[src/mp2d_pkg.sv]
// Shared constants and types for the streaming 2-D max pooling block.
`default_nettype none
package mp2d_pkg;

  // Configuration port geometry.
  localparam int CFG_IDX_W  = 3;
  localparam int CFG_DATA_W = 9;

  // Register indexes on the configuration port.
  localparam logic [CFG_IDX_W-1:0] CFG_MAP_ROWS      = 3'd0;
  localparam logic [CFG_IDX_W-1:0] CFG_MAP_COLS      = 3'd1;
  localparam logic [CFG_IDX_W-1:0] CFG_CHANNEL_COUNT = 3'd2;
  localparam logic [CFG_IDX_W-1:0] CFG_POOL_STRIDE   = 3'd3;
  localparam logic [CFG_IDX_W-1:0] CFG_POOL_SIZE     = 3'd4;

  // Register widths.
  localparam int ROWS_REG_W   = 9;
  localparam int COLS_REG_W   = 9;
  localparam int CHANS_REG_W  = 7;
  localparam int STRIDE_REG_W = 4;
  localparam int SIZE_REG_W   = 4;

  // Register reset values.
  localparam logic [ROWS_REG_W-1:0]   ROWS_RST   = 9'd16;
  localparam logic [COLS_REG_W-1:0]   COLS_RST   = 9'd16;
  localparam logic [CHANS_REG_W-1:0]  CHANS_RST  = 7'd1;
  localparam logic [STRIDE_REG_W-1:0] STRIDE_RST = 4'd2;
  localparam logic [SIZE_REG_W-1:0]   SIZE_RST   = 4'd2;

  // Result field widths.
  localparam int OUT_ROW_W = 8;
  localparam int OUT_COL_W = 8;
  localparam int OUT_CH_W  = 6;

  // Control of the running-maximum store.
  typedef struct packed {
    logic rd_en;
    logic wr_en;
  } mp2d_mem_ctl_t;

endpackage
`default_nettype wire

[src/mp2d_div.sv]
// Two-stage division of a counter by the pool stride using a reciprocal table.
`default_nettype none
module mp2d_div #(
  parameter int N     = 8,
  parameter int MAX_D = 8,
  localparam int PW   = $clog2(MAX_D + 1)
) (
  input  wire logic          clk,
  input  wire logic          en,
  input  wire logic [N-1:0]  n_in,
  input  wire logic [PW-1:0] d_in,
  output logic      [N-1:0]  q,
  output logic      [PW-1:0] rem
);
  import mp2d_pkg::*;

  localparam int PRW = 2 * N + 1;
  localparam int TAB = 2 ** PW;

  logic [N:0]     recip_tab [TAB];
  logic [N:0]     recip;
  logic [PRW-1:0] prod;
  logic [N-1:0]   n_r;
  logic [PW-1:0]  d_r;
  logic [N-1:0]   q0_r;
  logic [N+PW-1:0] qd;
  logic [N-1:0]   rem0;
  logic           fix;
  logic [N-1:0]   q_r;
  logic [PW-1:0]  rem_r;

  // Reciprocals floor(2^N / d), worked out at elaboration.
  for (genvar g = 0; g < TAB; g++) begin : g_recip
    if (g >= 1 && g <= MAX_D) begin : g_used
      localparam longint unsigned RV = (longint'(1) << N) / g;
      assign recip_tab[g] = (N+1)'(RV);
    end else begin : g_unused
      assign recip_tab[g] = '0;
    end
  end

  // First stage: estimate the quotient, low by at most one.
  assign recip = recip_tab[d_in];
  assign prod  = PRW'(n_in) * PRW'(recip);

  always_ff @(posedge clk) begin
    if (en) begin
      n_r  <= n_in;
      d_r  <= d_in;
      q0_r <= prod[2*N-1:N];
    end
  end

  // Second stage: one compare and subtract corrects the estimate.
  assign qd   = (N+PW)'(q0_r) * (N+PW)'(d_r);
  assign rem0 = n_r - qd[N-1:0];
  assign fix  = rem0 >= N'(d_r);

  always_ff @(posedge clk) begin
    if (en) begin
      q_r   <= fix ? q0_r + 1'b1 : q0_r;
      rem_r <= fix ? PW'(rem0 - N'(d_r)) : PW'(rem0);
    end
  end

  assign q   = q_r;
  assign rem = rem_r;

endmodule
`default_nettype wire

[config.mk]
export PLATFORM = sky130hd
export DESIGN_NAME = mp2d_div
export DESIGN_NICKNAME = d
export VERILOG_FILES = /design/src/mp2d_pkg.sv /design/src/mp2d_div.sv
export SDC_FILE = /design/constraint.sdc
export NUM_CORES = 1
export LEC_CHECK = 0
export ABC_AREA = 1
export BUFFER_PORTS_ARGS = -buffer_cell sky130_fd_sc_hd__buf_2
export CORE_MARGIN = 4
export CORE_UTILIZATION = 58
export CTS_BUF_LIST = sky130_fd_sc_hd__clkbuf_16
export DETAILED_ROUTE_END_ITERATION = 8
export PLACE_DENSITY = 0.9
export SETUP_SLACK_MARGIN = 0.02
export SYNTH_ARGS = -nofsm -noshare
export SYNTH_HDL_FRONTEND = slang
export SYNTH_SLANG_ARGS = --single-unit
[constraint.sdc]
create_clock -name clk -period 4.6 [get_ports clk]
set_input_delay 0.69 -clock clk [delete_from_list [all_inputs] [get_ports clk]]
set_output_delay 0.69 -clock clk [all_outputs]
set_load 0.02 [all_outputs]
==> flow_summary.yaml, run 1 <==
layout:
  nFillCells: 523
  syn2layout_area_growth_pct: 25.4
  num_antenna_cells: 0
  multi_input_area_mm2: 0.00376
  seqCellArea_um2: 961
  layout_commonest_cell: "inv_1"
  num-nets-final: 825
  design_area_mm2: 0.00615
  layout-drive-gt1-share_pct: 27.5
  layout_common_cells: "132 x inv_1, 130 x nand2_1, 55 x buf_4"
  finalNonFillerCells: 808
detailed_routing:
  drt_iter0_markers: 344
  vias: 4607
  wl_per_cell_um: 17.1
  drtPass1Iterations: 5
  drc_errors: 0
  vias_per_cell: 5.70
  antenna_left: 0
  wl_um: 13800
synth:
  netlist_instances: 620
  synth_nets: 743
  synth_simple_gate_area_share_pct: 24.8
  yosys_warnings: 0
  ys_seq_area_share_pct: 19.6
  syn_area_mm2: 0.00490
  synth-compound-area-share_pct: 3.78
  avgSynthCellArea_um2: 7.90
  synthMuxAreaShare_pct: 0
  ys_ff_latch: 32
  synth_xor_area_share_pct: 3.04
  yosys.area_share.adder_pct: 36.3
  synth_top_family_by_area: "adder cells"
  netlist-cell-type-count: 31
critical_path:
  worstPathRequired_ns: 4.63
  r2r-end: "q[6]"
  r2r-start: "d_r[3]"
  cp.arrival_ns: 4.70
  cp-start-kind: "primary input"
  critPathKind: "primary input to flip-flop"
  reg2reg_slack_ns: 0.25
  end_kind: "flip-flop"
  cp-startpoint: "d_in[1]"
  critical_path.max_fanout: 6
  ff2ff_path_depth: 18
timing:
  setup_violations: 1
  worst_slew_pin_slew_ns: 0.750
  fin_crit_sh_pct: 101
  clock-skew-final_ns: 0.00224
  rsz0062_at_grt: "yes"
  slew_headroom_pct: 50.0
  holdWs_ns: 0.641
  fin_ws_ns: -0.0679
  period_minus_slack_ns: 4.67
  final_max_slew_viol_count: 0
  fmax_mhz: 214
  hold_viol_final: 0
outcome:
  violations: "negative setup slack"
  status: "finished with violations"
grt:
  grt_pass1_vias: 4792
  grt_max_degree: 33
  grt_pass1_wl_um: 21500
  antenna_found_initial: 0
  grt-ovfl-total: 0
  grt_use_total_pct: 26.8
worst_hold_path:
  min-delay-start: "n_in[3]"
  holdPathStages: 1
  hold_end: "n_r[3]"
  hold_path_class: "primary input to flip-flop"
die:
  start_util_pct: 59.6
  ios: 26
  dieArea_mm2: 0.00999
  num_rows: 33
  die_h_um: 99.9
  die_x_um: 99.9
  core-area_mm2: 0.00822
clock_tree:
  h-tree-depth: 2
  cts_buffers: 5
  postCtsHoldBufs: 0
  clkTransAtPathRegs_ns: 0.05
  cts-root-buf: "clkbuf_16"
  clk_latency_ns: 0.28
  ctsLongestPathBuffers: 2
  clock_sinks: 32
  cts_tree: "yes"
placed_design:
  dpl-instance-area_mm2: 0.00552
  dp_cells: 787
  hpwl_um: 9870
  pre_cts_ws_ns: -0.434
  port_buffers: 25
  gp_congestion: 0.971
pwr:
  p_per_area_mw_per_mm2: 484
  p_leak_nw: 3.21
  peakVddDrop_v: 0.000347
run:
  cap_viol_max_count: 0
## routing by layer
layer  vias up  wire length [um]  track usage (%)
li1       2069                 -                -
met1      2188              4780             29.1
met2       254              7310             49.9
met3        96               851             4.03
met4         0               901             14.3
met5         -                 0                0
## sequential cells by signal (all words and copies together), names as in the netlist
signal  flops
q0_r        8
q           8
rem         4
d_r         4
n_r         8
## layout make-up
type	instances	share of cell area, %
multi-input cells	433	61.2
clock inverters	3	0.244
clock buffers	5	2.04
flip-flops and latches	32	15.6
inverters	146	9.00
repair buffers	84	9.75
well taps	105	2.14
## stage by stage
stage	setup TNS, ns	total power [mW]	utilization [%]
after global routing	-0.601	3.23	74.8
after detailed placement	-2.71	2.47	67.2
after global placement	-1.69	2.32	67.2
final	-0.0679	2.98	74.8
after floorplan	0	2.04	-
after CTS	0	2.83	70.9
## where the power goes
part / switching [mW] / total, mW / internal (mW)
clock: 0.117 / 0.313 / 0.196
sequential: 0.0415 / 0.496 / 0.454
combinational: 1.39 / 2.17 / 0.781
## Yosys cell counts
cell,number,area (um^2)
nor2_1,57,214
fa_1,55,1100
buf_2,2,10.0
nor4_1,2,12.5
o21bai_2,1,11.3
buf_6,1,11.3
o21a_1,1,7.51
nor3_1,3,15.0
o21ai_0,12,60.1
or2_0,1,6.26
xor2_1,12,105
clkinv_1,1,3.75
nor2_2,2,12.5
o21ai_1,3,15.0
ha_1,54,676
nand3_2,4,40.0
nand2_1,139,522
xnor2_1,5,43.8
inv_1,141,529
a21oi_1,17,85.1
nand2_2,19,119
nand4_1,19,119
nand3_4,1,17.5
buf_4,5,37.5
edfxtp_1,32,961
clkbuf_1,2,7.51
nor2_8,1,20.0
nand3b_1,1,7.51
a31oi_1,1,6.26
nand3_1,22,110
inv_2,4,15.0
## repair_timing
action	CTS	global route
buffers inserted	6	6
resized for setup	28	66
endpoints found under the setup margin	6	20
endpoints found under the hold margin	0	0
pin swaps	33	42
cloned	0	1
## cells by family (layout without fill, tap and decap cells)
family | Yosys count | count (layout)
xor gates and xnor gates | 17 | 17
adders and majority gates | 109 | 109
and+or+nand+nor | 271 | 272
AOI/OAI and AO/OA | 35 | 35
buffers and inverters | 156 | 238
DFF | 32 | 32
## critical path: stages
cell and delay (ns):
buf_6 0.11, inv_4 0.07, ha_2 0.20, or2_4 0.15
nand2_8 0.09, buf_6 0.14, nor2_4 0.09, inv_1 0.08
fa_1 0.54, inv_1 0.05, ha_1 0.28, inv_1 0.06
fa_1 0.54, inv_2 0.05, fa_1 0.50, ha_4 0.32
nand2_2 0.09, nor4_2 0.34, nand2_1 0.13, nand3_1 0.11
nand2_1 0.06
## worst max-delay path by stage
stage / to / slack [ns] / depth (start not counted)
after CTS: q0_r[4] / 0.02 / 19
after global placement: q0_r[7] / -0.30 / 18
after detailed placement: q0_r[4] / -0.43 / 20
after floorplan: q0_r[5] / 0.005 / 20
after global routing: q0_r[6] / -0.21 / 20
final: q0_r[6] / -0.07 / 21
(Power assumes the default switching activity.)
==> inputs of run 2 (changes only) <==
--- a/config.mk
+++ b/config.mk
@@ -12,6 +12,7 @@
 export CTS_BUF_LIST = sky130_fd_sc_hd__clkbuf_16
 export DETAILED_ROUTE_END_ITERATION = 8
 export PLACE_DENSITY = 0.9
+export REMOVE_ABC_BUFFERS = 1
 export SETUP_SLACK_MARGIN = 0.02
 export SYNTH_ARGS = -nofsm -noshare
 export SYNTH_HDL_FRONTEND = slang
==> run 2 against run 1 <==
Via count rose by 0.41%; worst hold slack improved by 0.011 ns; largest power group unchanged; the flow still finishes with violations (negative setup slack); critical path type unchanged; clock skew rose by 0.0068 ns; design area is essentially flat.
==> flow_summary.yaml, run 2 (synthesis results as in run 1) <==
critical_path:
  path_buf_inv: 5
  crit_family: "adder cells"
  cp.arrival_ns: 4.72
  cp-start-kind: "primary input"
  critPathKind: "primary input to flip-flop"
  worstPathRequired_ns: 4.63
  max_stage_delay_ns: 0.63
  critical_path.max_fanout: 5
  end_kind: "flip-flop"
  cp_slowest_cell: "fa_2"
  path_cells: "buf_12 > inv_6 > ha_4 > or2_4 > nand2_4 > buf_6 > nor2_4 > inv_2 > fa_1 > fa_1 > inv_2 > fa_1 > fa_2 > ha_4 > a21oi_4 > o21ai_2 > a21oi_2 > nand2_1 > nand2_1 > nand2_1"
detailed_routing:
  wl_um: 13500
  drt_iter0_markers: 362
  antenna_left: 0
  drtPass1Iterations: 5
  vias_per_cell: 5.69
  drc_errors: 0
  wl_per_cell_um: 16.6
  vias: 4626
die:
  die_x_um: 99.9
  num_rows: 33
  dieArea_mm2: 0.00999
  ios: 26
  die_h_um: 99.9
  start_util_pct: 59.6
  core-area_mm2: 0.00822
timing:
  period_minus_slack_ns: 4.69
  rsz0062_at_grt: "yes"
  fin_ws_ns: -0.0889
  final_max_slew_viol_count: 0
  fin_crit_sh_pct: 102
  setup_violations: 4
  fmax_mhz: 213
  worst_slew_pin_slew_ns: 0.762
  clock-skew-final_ns: 0.00904
  hold_viol_final: 0
  slew_headroom_pct: 49.2
placed_design:
  port_buffers: 25
  gp_congestion: 0.953
  hpwl_um: 9750
  dpl-instance-area_mm2: 0.00552
layout:
  layout_commonest_cell: "inv_1"
  design_area_mm2: 0.00614
  nFillCells: 534
  num-nets-final: 830
  layout-drive-gt1-share_pct: 26.6
  num_antenna_cells: 0
  syn2layout_area_growth_pct: 25.4
  layout_common_cells: "134 x inv_1, 128 x nand2_1, 62 x buf_4"
clock_tree:
  cts-root-buf: "clkbuf_16"
  postCtsHoldBufs: 0
  clk_latency_ns: 0.28
  clock_sinks: 32
  cts_tree: "yes"
  ctsLongestPathBuffers: 2
  clkTransAtPathRegs_ns: 0.06
  h-tree-depth: 2
  cts_buffers: 5
pwr:
  peakVddDrop_v: 0.000328
  p_leak_nw: 3.28
  p_per_area_mw_per_mm2: 481
  power.total_mw: 2.96
grt:
  antenna_found_initial: 0
  grt_pass1_vias: 4843
  grt-ovfl-total: 0
  grt_max_degree: 33
  grt_use_total_pct: 26.7
  grt_pass1_wl_um: 21400
worst_hold_path:
  hold_path_class: "primary input to flip-flop"
outcome:
  status: "finished with violations"
  violations: "negative setup slack"
run:
  cap_viol_max_count: 0
## run 2: layout make-up
| class | count | area (um^2) | share of cell area, % |
|---|---|---|---|
| Clock buffer | 5 | 125 | 2.04 |
| Sequential cell | 32 | 961 | 15.6 |
| Timing Repair Buffer | 90 | 649 | 10.6 |
| Clock inverter | 3 | 38.8 | 0.631 |
| Tap cell | 105 | 131 | 2.14 |
| Multi-Input combinational cell | 432 | 3680 | 59.9 |
| Inverter | 146 | 556 | 9.04 |
## run 2: repair_timing
action,CTS,global route
resized for setup,33,64
setup endpoints to repair,8,8
pin swaps,20,33
buffers inserted,3,5
hold endpoints to repair,0,0
## run 2: metal layers
metal	track usage [%]	routed length [um]	share of wire (%)
met5	0	0	0
met4	17.9	1140	8.5
met3	4.24	826	6.1
met2	47.8	6920	51
met1	28.8	4630	34
## run 2: report_power, final
part | switching, mW | internal [mW] | total, mW
sequential | 0.0395 | 0.454 | 0.493
combinational | 1.33 | 0.760 | 2.09
clock | 0.126 | 0.252 | 0.378
total | 1.49 | 1.47 | 2.96
## run 2: path summary, 6_finish.rpt
| path | start | endpoint | slack (ns) | cells after the start |
|---|---|---|---|---|
| worst max register to register | d_r[0] | q[1] | 0.30 | 21 |
| worst min-delay path | n_in[3] | n_r[3] | 0.65 | 1 |
| worst min register to register | q0_r[7] | q[7] | 0.73 | 2 |
| worst max-delay path | d_in[1] | q0_r[6] | -0.09 | 20 |
## run 2: stage by stage
stage,setup WS (ns),TNS [ns],util [%],hold slack [ns],instances
detailed placement,-0.572,-3.89,67.2,0.715,797
finish,-0.0889,-0.153,74.8,0.652,813
CTS,0.0156,0,71.0,0.646,808
global route,-0.288,-1.17,74.8,0.647,813
floorplan,-0.171,-0.684,-,0.632,610
global placement,-0.442,-2.98,67.2,0.717,797
==> inputs of run 3 (changes only) <==
--- a/config.mk
+++ b/config.mk
@@ -5,13 +5,12 @@
 export SDC_FILE = /design/constraint.sdc
 export NUM_CORES = 1
 export LEC_CHECK = 0
-export ABC_AREA = 1
 export BUFFER_PORTS_ARGS = -buffer_cell sky130_fd_sc_hd__buf_2
 export CORE_MARGIN = 4
-export CORE_UTILIZATION = 58
+export CORE_UTILIZATION = 57
 export CTS_BUF_LIST = sky130_fd_sc_hd__clkbuf_16
 export DETAILED_ROUTE_END_ITERATION = 8
-export PLACE_DENSITY = 0.9
+export PLACE_DENSITY = 0.89
 export REMOVE_ABC_BUFFERS = 1
 export SETUP_SLACK_MARGIN = 0.02
 export SYNTH_ARGS = -nofsm -noshare
==> run 3 against run 2 <==
The flow still finishes with violations (negative setup slack); register-to-register slack got worse by 0.11 ns; maximum frequency fell by 3.5%; worst setup slack got worse by 0.17 ns; cell count fell by 20%; critical path depth fell by 1; critical path type unchanged.
==> flow_summary.yaml, run 3 <==
layout:
  num-nets-final: 667
  layout_commonest_cell: "inv_1"
  design_area_mm2: 0.00592
  seqCellArea_um2: 961
  layout-drive-gt1-share_pct: 35.6
  syn2layout_area_growth_pct: 32.3
  multi_input_area_mm2: 0.00359
  finalNonFillerCells: 647
  num_antenna_cells: 0
  nFillCells: 485
  utilization_pct: 77.0
  layout_common_cells: "66 x inv_1, 64 x buf_4, 49 x fa_1"
timing:
  hold_viol_final: 0
  rsz0062_at_grt: "yes"
  final_max_slew_viol_count: 0
  setup-tns-final_ns: -1.42
  fin_crit_sh_pct: 106
  period_minus_slack_ns: 4.86
  worst_slew_pin_slew_ns: 0.692
  slew_headroom_pct: 53.9
  fin_ws_ns: -0.260
  clock-skew-final_ns: 0.00538
  setup_violations: 8
  fmax_mhz: 206
clock_tree:
  ctsLongestPathBuffers: 2
  cts-root-buf: "clkbuf_16"
  h-tree-depth: 2
  cts_buffers: 5
  postCtsHoldBufs: 0
  cts_tree: "yes"
  clk_latency_ns: 0.28
  clock_sinks: 32
  clkTransAtPathRegs_ns: 0.05
outcome:
  violations: "negative setup slack"
  status: "finished with violations"
die:
  die_h_um: 96.6
  dieArea_mm2: 0.00933
  die_x_um: 96.6
  ios: 26
  num_rows: 32
  start_util_pct: 58.2
  core-area_mm2: 0.00769
run:
  cap_viol_max_count: 0
grt:
  grt_max_degree: 33
  grt_pass1_vias: 3904
  grt_use_total_pct: 26.1
  antenna_found_initial: 0
  grt-ovfl-total: 0
  grt_pass1_wl_um: 18300
critical_path:
  worstPathRequired_ns: 4.63
  end_kind: "flip-flop"
  cp.arrival_ns: 4.89
  critical_path.max_fanout: 8
  critPathKind: "primary input to flip-flop"
  cp-start-kind: "primary input"
placed_design:
  pre_cts_ws_ns: -1.02
  hpwl_um: 7860
  port_buffers: 25
  dpl-instance-area_mm2: 0.00506
  dp_cells: 611
  gp_congestion: 0.900
synth:
  synth_top_cell_area_share_pct: 24.6
  netlist_instances: 441
  synth-edff-count: 32
  syn_area_mm2: 0.00447
  yosys_warnings: 0
  netlist-cell-type-count: 49
  ys_ff_latch: 32
  synthTopCellsByCount: "80 x inv_1, 55 x fa_1, 54 x ha_1, 49 x and2_1, 44 x nand2_1"
  synth.largest_area_cell: "fa_1"
  avgSynthCellArea_um2: 10.1
  synth_ff_type: "edfxtp_1"
  yosysMostFrequentCell: "inv_1"
  ys_seq_area_share_pct: 21.5
  async_reset_ff_share_pct: 0
  synth_area_leaders: "fa_1 25%, edfxtp_1 21%, ha_1 15%"
detailed_routing:
  drc_errors: 0
  vias_per_cell: 5.55
  drtPass1Iterations: 4
  antenna_left: 0
  wl_um: 12100
  drt_iter0_markers: 163
  wl_per_cell_um: 18.7
  vias: 3588
pwr:
  p_leak_nw: 2.80
  p_per_area_mw_per_mm2: 413
  peakVddDrop_v: 0.000264
worst_hold_path:
  hold_path_class: "flip-flop to flip-flop"
-- run 3: cell families (layout without fill, tap and decap cells) --
group	count (synthesis)	in the layout	share of synthesized area (%)
AND/OR/NAND/NOR	136	136	16.1
adder cells (fa/ha/maj)	109	109	39.7
buffers and inverters	84	188	7.22
AO/OA/AOI/OAI	44	44	6.83
flip-flops	32	32	21.5
XOR/XNOR	29	29	6.60
multiplexers	7	7	2.01
-- run 3: per-stage QoR --
step,total power [mW],hold WS (ns)
floorplan,1.53,0.550
global placement,1.74,0.600
detailed placement,1.84,0.609
CTS,2.33,0.622
global route,2.60,0.636
finish,2.45,0.625
-- run 3: path summary, 6_finish.rpt --
kind	cells past startpoint	slack, ns	from	endpoint
setup / recovery	19	-0.26	d_in[1]	q0_r[5]
hold / removal	1	0.63	q0_r[7]	q[7]
setup reg to reg	13	0.19	d_r[1]	rem[2]
hold reg to reg	1	0.63	q0_r[7]	q[7]
-- run 3: final cells by class --
cell class	instances	share of cell area (%)
multi-input cells	325	60.6
flip-flops and latches	32	16.2
repair buffers	100	12.9
inverters	80	5.28
well taps	102	2.16
clock buffers	5	2.11
clock inverters	3	0.634
-- run 3: what timing repair did --
action / in CTS / in global routing
setup buffers: 6 / 23
hold endpoints to repair: 0 / 0
setup endpoints to repair: 12 / 12
gates resized for setup: 90 / 29
pin swaps: 61 / 22
-- run 3: report_power, final --
| part | internal, mW | switching, mW | total, mW |
|---|---|---|---|
| Combinational | 0.745 | 0.888 | 1.63 |
| Sequential | 0.411 | 0.0326 | 0.444 |
| Clock | 0.251 | 0.117 | 0.368 |
-- run 3: worst max-delay path, stage by stage --
cell and delay (ns):
buf_12 0.10, buf_4 0.11, ha_1 0.16, inv_2 0.07, nor2_4 0.21, nand2_2 0.13, fa_2 0.52, fa_2 0.55
inv_2 0.04, fa_2 0.57, fa_2 0.46, ha_4 0.18, a21o_1 0.19, a21oi_2 0.16, nand2b_4 0.17, buf_6 0.10
nand3b_1 0.14, nor2b_1 0.17, o21a_1 0.16
-- run 3: per-layer routing --
| layer | vias up | wire length [um] | global-route usage [%] |
|---|---|---|---|
| met5 | - | 0 | 0 |
| met4 | 0 | 497 | 12.4 |
| met3 | 42 | 524 | 3.64 |
| met2 | 119 | 6630 | 48.9 |
| met1 | 1799 | 4450 | 28.8 |
| li1 | 1628 | - | - |
